## config.mk

```make
export PLATFORM = sky130hd
export DESIGN_NAME = reversible_lcg48_random_source
export DESIGN_NICKNAME = d
export VERILOG_FILES = /design/src/rlcg48_pkg.sv /design/src/reversible_lcg48_random_source.sv
export SDC_FILE = /design/constraint.sdc
export NUM_CORES = 2
export LEC_CHECK = 0
export BUFFER_PORTS_ARGS = -buffer_cell sky130_fd_sc_hd__buf_2
export CORE_MARGIN = 4
export CORE_UTILIZATION = 47
export DETAILED_ROUTE_END_ITERATION = 12
export GPL_TIMING_DRIVEN = 0
export PLACE_DENSITY = 0.66
export SLEW_MARGIN = 25
export SYNTH_ARGS = -nofsm -noshare
export SYNTH_HDL_FRONTEND = slang
export SYNTH_SLANG_ARGS = --single-unit
export TNS_END_PERCENT = 50
```

## constraint.sdc

```tcl
create_clock -name clk -period 18.9 [get_ports clk]
set_clock_uncertainty 0.2 [all_clocks]
set_input_delay 2.835 -clock clk [delete_from_list [all_inputs] [get_ports clk]]
set_output_delay 2.835 -clock clk [all_outputs]
set_load 0.005 [all_outputs]
```

## src/rlcg48_pkg.sv

```systemverilog
package rlcg48_pkg;

  // Widths fixed by the register and field formats.
  localparam int REG_W       = 48;
  localparam int IDX_W       = 2;
  localparam int DRAW_W      = 32;
  localparam int BOUND_W     = 31;
  localparam int COUNT_W     = 6;
  localparam int RESULT_W    = 64;
  localparam int SEED_BITS_D = 48;

  // Upper end of the draw window inside the seed.
  localparam int WINDOW_TOP = 48;

  // Rejection sampling gives up after this many draws.
  localparam int DRAW_LIMIT = 64;
  localparam int DRAWN_W    = $clog2(DRAW_LIMIT);

  // Register indexes.
  localparam logic [IDX_W-1:0] REG_MULT = 2'd0;
  localparam logic [IDX_W-1:0] REG_INC  = 2'd1;
  localparam logic [IDX_W-1:0] REG_INV  = 2'd2;

  // Register reset values.
  localparam logic [REG_W-1:0] MULT_RESET = 48'd25214903917;
  localparam logic [REG_W-1:0] INC_RESET  = 48'd11;
  localparam logic [REG_W-1:0] INV_RESET  = 48'd246154705703781;

  // Operation codes.
  localparam logic [2:0] OP_SEED_MIX  = 3'd0;
  localparam logic [2:0] OP_SEED_RAW  = 3'd1;
  localparam logic [2:0] OP_NEXT_BITS = 3'd2;
  localparam logic [2:0] OP_PREV_BITS = 3'd3;
  localparam logic [2:0] OP_NEXT_BND  = 3'd4;
  localparam logic [2:0] OP_PREV_BND  = 3'd5;
  localparam logic [2:0] OP_NEXT_LONG = 3'd6;

endpackage

```

## src/reversible_lcg48_random_source.sv

```systemverilog
// Seeding, unused codes and non-positive limits go straight from idle to the finishing state.
// A step runs a load state, one shift-add per multiplier bit up to its highest set bit, a state
// that sees the multiplier spent and one that takes the bits. A 64-bit result takes two steps;
// a power-of-two limit adds a scaling state; any other limit runs the serial divider and the
// rejection check per draw, up to 64 draws. One command at a time, next taken while a result waits.
// Reset: synchronous, active high; seed cleared, registers back to their defaults.
module reversible_lcg48_random_source #(
  parameter int SEED_BITS = rlcg48_pkg::SEED_BITS_D
) (
  input  logic                            clk,
  input  logic                            rst,
  input  logic                            cfg_write,
  input  logic [rlcg48_pkg::IDX_W-1:0]    cfg_index,
  input  logic [rlcg48_pkg::REG_W-1:0]    cfg_data,
  input  logic                            in_valid,
  output logic                            in_ready,
  input  logic [2:0]                      operation,
  input  logic [rlcg48_pkg::REG_W-1:0]    seed_value,
  input  logic [rlcg48_pkg::COUNT_W-1:0]  bit_count,
  input  logic signed [rlcg48_pkg::DRAW_W-1:0] limit,
  output logic                            out_valid,
  input  logic                            out_ready,
  output logic signed [rlcg48_pkg::RESULT_W-1:0] result_value
);
  import rlcg48_pkg::*;

  typedef enum logic [3:0] {
    ST_IDLE, ST_LOAD, ST_MUL, ST_DRAWN, ST_POW, ST_DIV, ST_CHECK, ST_FINISH
  } state_t;

  state_t state;

  logic [REG_W-1:0]     lcg_multiplier;
  logic [REG_W-1:0]     lcg_increment;
  logic [REG_W-1:0]     inverse_multiplier;
  logic [SEED_BITS-1:0] seed;

  logic [2:0]           op_q;
  logic [COUNT_W-1:0]   cnt_q;
  logic [DRAW_W-1:0]    lim_q;
  logic                 half;
  logic [DRAW_W-1:0]    hi_q;
  logic [DRAWN_W-1:0]   draws;

  // Serial multiplier: addend, remaining multiplier bits, accumulator.
  logic [SEED_BITS-1:0] mul_a;
  logic [REG_W-1:0]     mul_m;
  logic [SEED_BITS-1:0] mul_acc;

  // Serial divider.
  logic [DRAW_W-1:0]    j_q;
  logic [DRAW_W-1:0]    div_sh;
  logic [DRAW_W-1:0]    rem;
  logic [5:0]           div_cnt;

  logic [2*DRAW_W-1:0]  prod;
  logic [RESULT_W-1:0]  res;

  // Window of bits taken after a step.
  logic [COUNT_W-1:0]   take_cnt;
  logic [COUNT_W-1:0]   shamt;
  logic [SEED_BITS-1:0] shifted;
  logic [DRAW_W-1:0]    bits;
  logic                 bounded_op;
  logic                 backward;
  logic                 lim_pow2;
  logic [DRAW_W:0]      rem_try;
  logic [DRAW_W:0]      rem_sub;
  logic [DRAW_W-1:0]    chk;

  assign bounded_op = (op_q == OP_NEXT_BND) || (op_q == OP_PREV_BND);
  assign backward   = (op_q == OP_PREV_BITS) || (op_q == OP_PREV_BND);
  assign lim_pow2   = ((lim_q & (lim_q - DRAW_W'(1))) == '0);

  always_comb begin
    if (bounded_op) begin
      take_cnt = COUNT_W'(BOUND_W);
    end else if (op_q == OP_NEXT_LONG || cnt_q > COUNT_W'(DRAW_W)) begin
      take_cnt = COUNT_W'(DRAW_W);
    end else begin
      take_cnt = cnt_q;
    end
    shamt   = COUNT_W'(WINDOW_TOP) - take_cnt;
    shifted = seed >> shamt;
    bits    = shifted[DRAW_W-1:0];
  end

  // Divider step and rejection test.
  assign rem_try = {rem, div_sh[DRAW_W-1]};
  assign rem_sub = rem_try - {1'b0, lim_q};
  assign chk     = j_q - rem + (lim_q - DRAW_W'(1));

  assign in_ready = (state == ST_IDLE);

  // Configuration writes.
  always_ff @(posedge clk) begin
    if (rst) begin
      lcg_multiplier     <= MULT_RESET;
      lcg_increment      <= INC_RESET;
      inverse_multiplier <= INV_RESET;
    end else if (cfg_write) begin
      unique case (cfg_index)
        REG_MULT: lcg_multiplier     <= cfg_data;
        REG_INC:  lcg_increment      <= cfg_data;
        REG_INV:  inverse_multiplier <= cfg_data;
        default: ;
      endcase
    end
  end

  // Command sequencer, datapath and output register.
  always_ff @(posedge clk) begin
    if (rst) begin
      state     <= ST_IDLE;
      seed      <= '0;
      out_valid <= 1'b0;
    end else begin
      if (out_valid && out_ready && state != ST_FINISH) begin
        out_valid <= 1'b0;
      end
      unique case (state)
        ST_IDLE: begin
          if (in_valid) begin
            op_q  <= operation;
            cnt_q <= bit_count;
            lim_q <= limit;
            half  <= 1'b0;
            draws <= '0;
            case (operation)
              OP_SEED_MIX: begin
                seed  <= SEED_BITS'(seed_value ^ lcg_multiplier);
                res   <= '0;
                state <= ST_FINISH;
              end
              OP_SEED_RAW: begin
                seed  <= SEED_BITS'(seed_value);
                res   <= '0;
                state <= ST_FINISH;
              end
              OP_NEXT_BITS, OP_PREV_BITS, OP_NEXT_LONG: state <= ST_LOAD;
              OP_NEXT_BND, OP_PREV_BND: begin
                if (limit[DRAW_W-1] || limit == '0) begin
                  res   <= RESULT_W'(limit);
                  state <= ST_FINISH;
                end else begin
                  state <= ST_LOAD;
                end
              end
              default: begin
                res   <= '0;
                state <= ST_FINISH;
              end
            endcase
          end
        end
        ST_LOAD: begin
          if (backward) begin
            mul_a   <= seed - SEED_BITS'(lcg_increment);
            mul_m   <= inverse_multiplier;
            mul_acc <= '0;
          end else begin
            mul_a   <= seed;
            mul_m   <= lcg_multiplier;
            mul_acc <= SEED_BITS'(lcg_increment);
          end
          state <= ST_MUL;
        end
        ST_MUL: begin
          if (mul_m == '0) begin
            seed  <= mul_acc;
            state <= ST_DRAWN;
          end else begin
            if (mul_m[0]) begin
              mul_acc <= mul_acc + mul_a;
            end
            mul_a <= mul_a << 1;
            mul_m <= mul_m >> 1;
          end
        end
        ST_DRAWN: begin
          if (bounded_op) begin
            // The remainder path works on the low 31 drawn bits only.
            j_q <= {1'b0, bits[BOUND_W-1:0]};
            if (lim_pow2) begin
              prod  <= (2*DRAW_W)'(lim_q) * (2*DRAW_W)'(bits);
              state <= ST_POW;
            end else begin
              div_sh  <= {1'b0, bits[BOUND_W-1:0]};
              rem     <= '0;
              div_cnt <= '0;
              state   <= ST_DIV;
            end
          end else if (op_q == OP_NEXT_LONG && !half) begin
            hi_q  <= bits;
            half  <= 1'b1;
            state <= ST_LOAD;
          end else if (op_q == OP_NEXT_LONG) begin
            res   <= {hi_q, {DRAW_W{1'b0}}} + RESULT_W'($signed(bits));
            state <= ST_FINISH;
          end else begin
            res   <= RESULT_W'($signed(bits));
            state <= ST_FINISH;
          end
        end
        ST_POW: begin
          res   <= RESULT_W'($signed(prod[DRAW_W+BOUND_W-1:BOUND_W]));
          state <= ST_FINISH;
        end
        ST_DIV: begin
          rem     <= rem_sub[DRAW_W] ? rem_try[DRAW_W-1:0] : rem_sub[DRAW_W-1:0];
          div_sh  <= div_sh << 1;
          div_cnt <= div_cnt + 6'(1);
          if (div_cnt == 6'(DRAW_W - 1)) begin
            state <= ST_CHECK;
          end
        end
        ST_CHECK: begin
          if (!chk[DRAW_W-1] || draws == DRAWN_W'(DRAW_LIMIT - 1)) begin
            res   <= RESULT_W'($signed(rem));
            state <= ST_FINISH;
          end else begin
            draws <= draws + DRAWN_W'(1);
            state <= ST_LOAD;
          end
        end
        ST_FINISH: begin
          if (!out_valid || out_ready) begin
            out_valid    <= 1'b1;
            result_value <= res;
            state        <= ST_IDLE;
          end
        end
        default: state <= ST_IDLE;
      endcase
    end
  end

`ifndef SYNTHESIS
  // A step is taken only once every multiplier bit has been consumed.
  a_mul_done: assert property (@(posedge clk) disable iff (rst)
    state == ST_DRAWN |-> $past(mul_m) == '0)
    else $error("step finished with multiplier bits left");

  // A transfer in makes the block busy in the next cycle.
  a_busy: assert property (@(posedge clk) disable iff (rst)
    in_valid && in_ready |=> !in_ready)
    else $error("second command taken while busy");

  // A result is loaded only from the finishing state.
  a_load: assert property (@(posedge clk) disable iff (rst)
    $rose(out_valid) |-> $past(state) == ST_FINISH)
    else $error("result shown outside the finishing state");
`endif

endmodule

```

Word-level counts from Yosys, hierarchy flattened
Cells that the tools add are included.
- flip-flop bits (word level): 713
- logic and storage cells: 174
- add/subtract/negate cells: 10
- $mul: 1
- $lt $le $gt $ge: 1
- equal/unequal tests: 38
- shift operators: 1
- multiplexer cells: 55
- bitwise logic cells: 4
- reductions and logical operators: 42
- operators by type and width (operator ; count):
    one-hot mux 48 bit (2 select lines) ; 5
    2-to-1 mux 48 bit ; 9
    2-to-1 mux 64 bit ; 6
    one-hot mux 64 bit (4 select lines) ; 1
    2-to-1 mux 32 bit ; 5
    one-hot mux 32 bit (2 select lines) ; 2
    one-hot mux 64 bit (2 select lines) ; 1
    adder 64 bit ; 1
    logical NOT 32 bit ; 2
    multiplier 32 x 32 -> 63 bit ; 1
    adder 48 bit ; 1
    logical NOT 48 bit ; 1
    right shift 48 x 6 -> 32 bit ; 1
    subtractor 48 bit ; 1
    bitwise XOR 48 bit ; 1
    2-to-1 mux 6 bit ; 6
    subtractor 33 x 32 -> 33 bit ; 1
    adder 32 bit ; 1
    AND 32 bit ; 1
    one-hot mux 4 bit (8 select lines) ; 1
    subtractor 31 x 32 -> 32 bit ; 1
    subtractor 32 x 1 -> 32 bit, second input constant ; 1
    inequality test 2 bit, second input constant ; 14
    AND reduction 4 bit ; 7
    37 further kinds ; 81

Longest topological paths before layout
- word-level depth: 11
- gate-level depth with buffers: 43

Worst setup path before layout
OpenSTA, ideal clock, no wires.
- path kind: input-to-reg
- start: input rst
- end: register mul_acc[0] (enable)
- library setup time: 0.409 ns
- data arrival time: 11.371 ns
- setup slack: 6.920 ns
- stages: 4
- buffers on the path: 2
- path through: clkbuf_1 > clkbuf_1 > nor3_1 > o21a_1
- cells in the longest elaborated chain, start to end: 2
- RTL lines (item ; RTL line ; text):
    from (decl) ; reversible_lcg48_random_source.sv:11 ; input logic rst,
    inverter 1 bit (no line) ; n/a ;
    AND reduction 4 bit (no line) ; n/a ;
    to (signal assigned) ; reversible_lcg48_random_source.sv:164 ; mul_acc <= SEED_BITS'(lcg_increment);
    to (signal assigned) ; reversible_lcg48_random_source.sv:174 ; mul_acc <= mul_acc + mul_a;
    to (decl) ; reversible_lcg48_random_source.sv:48 ; logic [SEED_BITS-1:0] mul_acc;
Every way passes these cells.
A chain may end at the register's enable or synchronous reset.

Worst setup path after layout
- start: register op_q[0]
- end: register prod[42] (data pin)
- cells in the longest elaborated chain, start to end: 7
- elaborated cells between the ends (all ways): 10
- RTL lines (item ; RTL line ; text):
    from (decl) ; reversible_lcg48_random_source.sv:38 ; logic [2:0] op_q;
    from (signal assigned) ; reversible_lcg48_random_source.sv:124 ; op_q <= operation;
    equality test 3 bit ; reversible_lcg48_random_source.sv:78 ; end else if (op_q == OP_NEXT_LONG || cnt_q > COUNT_W'(DRAW_W)) begin
    logical OR 1 bit ; reversible_lcg48_random_source.sv:78 ;
    2-to-1 mux 6 bit ; reversible_lcg48_random_source.sv:78 ;
    2-to-1 mux 6 bit * ; reversible_lcg48_random_source.sv:76 ; if (bounded_op) begin
    subtractor 6 bit * ; reversible_lcg48_random_source.sv:83 ; shamt = COUNT_W'(WINDOW_TOP) - take_cnt;
    right shift 48 x 6 -> 32 bit * ; reversible_lcg48_random_source.sv:84 ; shifted = seed >> shamt;
    multiplier 32 x 32 -> 63 bit * ; reversible_lcg48_random_source.sv:185 ; prod <= (2*DRAW_W)'(lim_q) * (2*DRAW_W)'(bits);
    to (signal assigned) ; reversible_lcg48_random_source.sv:185 ;
    to (decl) ; reversible_lcg48_random_source.sv:56 ; logic [2*DRAW_W-1:0] prod;
Mark *: on every way between the ends. The rest lies on a longest branch, timed or not.

==> results.py <==
metrics = {
    "run_status": {
        "outcome": "finished, final reports clean",
    },
    "die": {
        "placementRows": 142,
        "chipWidth_microns": 398,
        "coreArea_sq_mm": 0.151,
        "start_util_pct": 47.5,
        "die_area_sq_mm": 0.159,
        "die_h_microns": 398,
        "ios": 210,
    },
    "critical_path": {
        "crit_path_max_incr_delay_ns": 0.86,
        "critical_path_buf_inv_count": 5,
        "crit_top_cell": "fa_1",
        "criticalPathCategory": "flip-flop to flip-flop",
        "cp-start-kind": "flip-flop",
        "crit_fanout": 10,
        "crit_path_end_kind": "flip-flop",
        "crit_start": "op_q[0]",
        "crit_family": "adder cells",
        "crit_slowest_cell": "a32o_1",
        "r2r_start": "op_q[0]",
        "cp.required_ns": 19.04,
        "crit_arrival_ns": 13.56,
    },
    "drt": {
        "ant_nets": 0,
        "drt-wirelength-per-cell_microns": 26.2,
        "vias_per_cell": 5.85,
        "first_iter_violations": 6653,
        "vias": 59806,
        "drcViolationCount": 0,
        "wl_mm": 268,
        "drtPass1Iterations": 8,
    },
    "global_route": {
        "antenna_found_initial": 27,
        "grt_max_degree": 54,
        "grt_pass1_vias": 59493,
        "groute.usage.overall_pct": 33.7,
        "grt_pass1_wl_mm": 393,
        "gr-total-overflow": 0,
    },
    "yosys": {
        "synth-edff-count": 485,
        "yosys.area_share.simple_pct": 17.6,
        "synthAdderAreaFrac_pct": 34.3,
        "synth_top_area_share_pct": 26.0,
        "synth_top_family_by_area": "adder cells",
        "synth_top_cell_by_area": "fa_1",
        "synth.distinct_cells": 84,
        "netlist_area_sq_mm": 0.0716,
        "syn_inst": 7787,
        "synth-xor-area-share_pct": 2.62,
        "synth-seq-cells": 681,
        "synthTopCellsByArea": "fa_1 (26%), edfxtp_1 (20%), ha_1 (8.3%), nand2_1 (6.5%), inv_1 (5.7%)",
        "yosysSeqAreaShare_pct": 25.8,
        "synth_compound_area_share_pct": 10.4,
        "async_reset_ff_share_pct": 0,
        "ys.flop_type": "edfxtp_1",
        "muxShareOfSynthArea_pct": 1.37,
        "synth_warnings": 0,
        "avgSynthCellArea_sq_um": 9.19,
        "syn_nets": 9335,
    },
    "cells_and_area": {
        "finalNetCount": 9670,
        "drive_above_1_share_pct": 5.99,
        "synthToLayoutAreaGrowth_pct": 9.54,
        "final_util_pct": 52.0,
    },
    "clock_network": {
        "clkSlewWorstSetupHoldPaths_ns": 0.07,
        "ctsResizeCount": 0,
        "cts_sinks": 681,
        "post_cts_buffers": 0,
        "cts_made_buffers": 69,
        "clockBufferDepth": 3,
        "htree_num_levels": 3,
        "cts_tree": "yes",
        "hold_buffers": 0,
        "clk_latency_ns": 0.68,
        "clockRootBuffer": "clkbuf_16",
    },
    "timing": {
        "hold_slack_ns": 0.209,
        "worst_slew_margin_rel_pct": 16.9,
        "fin_crit_sh_pct": 71.0,
        "rsz0062_at_grt": "no",
        "hold_viol": 0,
        "period_minus_slack_ns": 13.42,
        "fmax_mhz": 74.5,
        "slew_viol_final": 0,
        "setup-tns-final_ns": 0,
        "finalSetupViolations": 0,
        "tightestPinTransition_ns": 1.25,
    },
    "placed_design": {
        "dp_hpwl_mm": 222,
        "io_buffer_count": 208,
        "routabilityCongestion": 1.04,
    },
    "hold_path": {
        "hp-class": "flip-flop to flip-flop",
        "hold_start": "res[62]",
    },
    "job": {
        "drv_cap": 0,
    },
}
==> flip-flops by register name, indices dropped and copies added (netlist names), 3 cells and up <==
signal,cells
cnt_q,6
div_cnt,6
div_sh,32
draws,6
hi_q,32
inverse_multiplier,48
j_q,31
lcg_increment,48
lcg_multiplier,48
lim_q,32
mul_a,48
mul_acc,48
mul_m,48
op_q,3
prod,32
rem,32
res,64
result_value,64
seed,48
state,3
==> layout make-up <==
type,instances,area [sq um]
Buffer,419,1650
Timing Repair Buffer,264,1620
Antenna cell,21,52.6
Tap cell,2016,2520
Clock buffer,93,2020
Sequential cell,681,18500
Clock inverter,35,374
Fill cell,14151,72300
Multi-Input combinational cell,5601,47600
Inverter,1086,4080
==> metal layers <==
| layer | global-route usage (%) | wire length, microns | vias to the layer above |
|---|---|---|---|
| met5 | 0 | 13 | - |
| met4 | 14.2 | 13500 | 2 |
| met3 | 10.1 | 32600 | 655 |
| met2 | 51.0 | 116000 | 3305 |
| met1 | 45.2 | 106000 | 29757 |
| li1 | - | - | 26087 |
==> final timing paths <==
path | end | slack [ns] | cells after the start
max | prod[42] | 5.48 | 31
min reg2reg | result_value[62] | 0.21 | 0
max reg2reg | prod[42] | 5.48 | 31
min | result_value[62] | 0.21 | 0
==> cell usage in the layout (no fill, tap or decap), types with 45 or more instances in the layout <==
cell | synthesis | layout
a21o_1 | 132 | 132
dfxtp_1 | 196 | 196
inv_1 | 1078 | 1078
nand3b_1 | 59 | 59
clkbuf_16 | 0 | 72
a211oi_1 | 72 | 72
mux2i_1 | 92 | 92
nor2_1 | 409 | 407
nand4_1 | 45 | 45
nand2_1 | 1244 | 1244
xnor2_1 | 102 | 102
buf_2 | 3 | 218
edfxtp_1 | 485 | 485
a31oi_1 | 71 | 71
xor2_1 | 112 | 112
and2_1 | 495 | 494
fa_1 | 928 | 928
ha_1 | 476 | 476
nor3_1 | 156 | 151
clkbuf_1 | 388 | 366
a21oi_1 | 445 | 436
nand3_1 | 96 | 96
o21ai_0 | 188 | 188
==> through the flow <==
step	worst slack [ns]	area (sq um)	std cells
final	5.48	78400	10216
after global routing	5.23	78300	10195
after CTS	5.73	78300	10193
after detailed placement	5.80	75900	10065
after global placement	2.12	75100	10011
after floorplan	6.92	71600	7787
==> cells in the mapped netlist (all sizes together), types with 6 or more instances <==
master / count
a2111oi: 8
a211o: 8
a211oi: 72
a21boi: 13
a21o: 132
a21oi: 446
a222oi: 32
a31o: 9
a31oi: 71
and2: 495
and3: 28
and4: 7
buf: 31
clkbuf: 388
dfxtp: 196
edfxtp: 485
fa: 928
ha: 476
inv: 1083
mux2i: 92
nand2: 1244
nand2b: 36
nand3: 96
nand3b: 59
nand4: 45
nor2: 409
nor2b: 33
nor3: 158
nor3b: 7
nor4: 32
o2111ai: 6
o211ai: 13
o21a: 35
o21ai: 194
o21bai: 32
o22a: 6
o22ai: 43
o31ai: 11
o32ai: 8
or2: 8
or3: 23
xnor2: 102
xor2: 112
==> cells by family (layout without fill, tap and decap cells) <==
family / count (synthesis) / count (layout)
adder cells (fa/ha/maj): 1404 / 1404
flip-flops: 681 / 681
other: 0 / 21
XOR/XNOR: 214 / 214
multiplexers: 97 / 97
AO/OA/AOI/OAI: 1189 / 1189
AND/OR/NAND/NOR: 2697 / 2697
buffers and inverters: 1505 / 1897
Power is left out: the tool's default activity adds up to more than one toggle a clock period on the data nets, which glitch-free logic cannot reach.
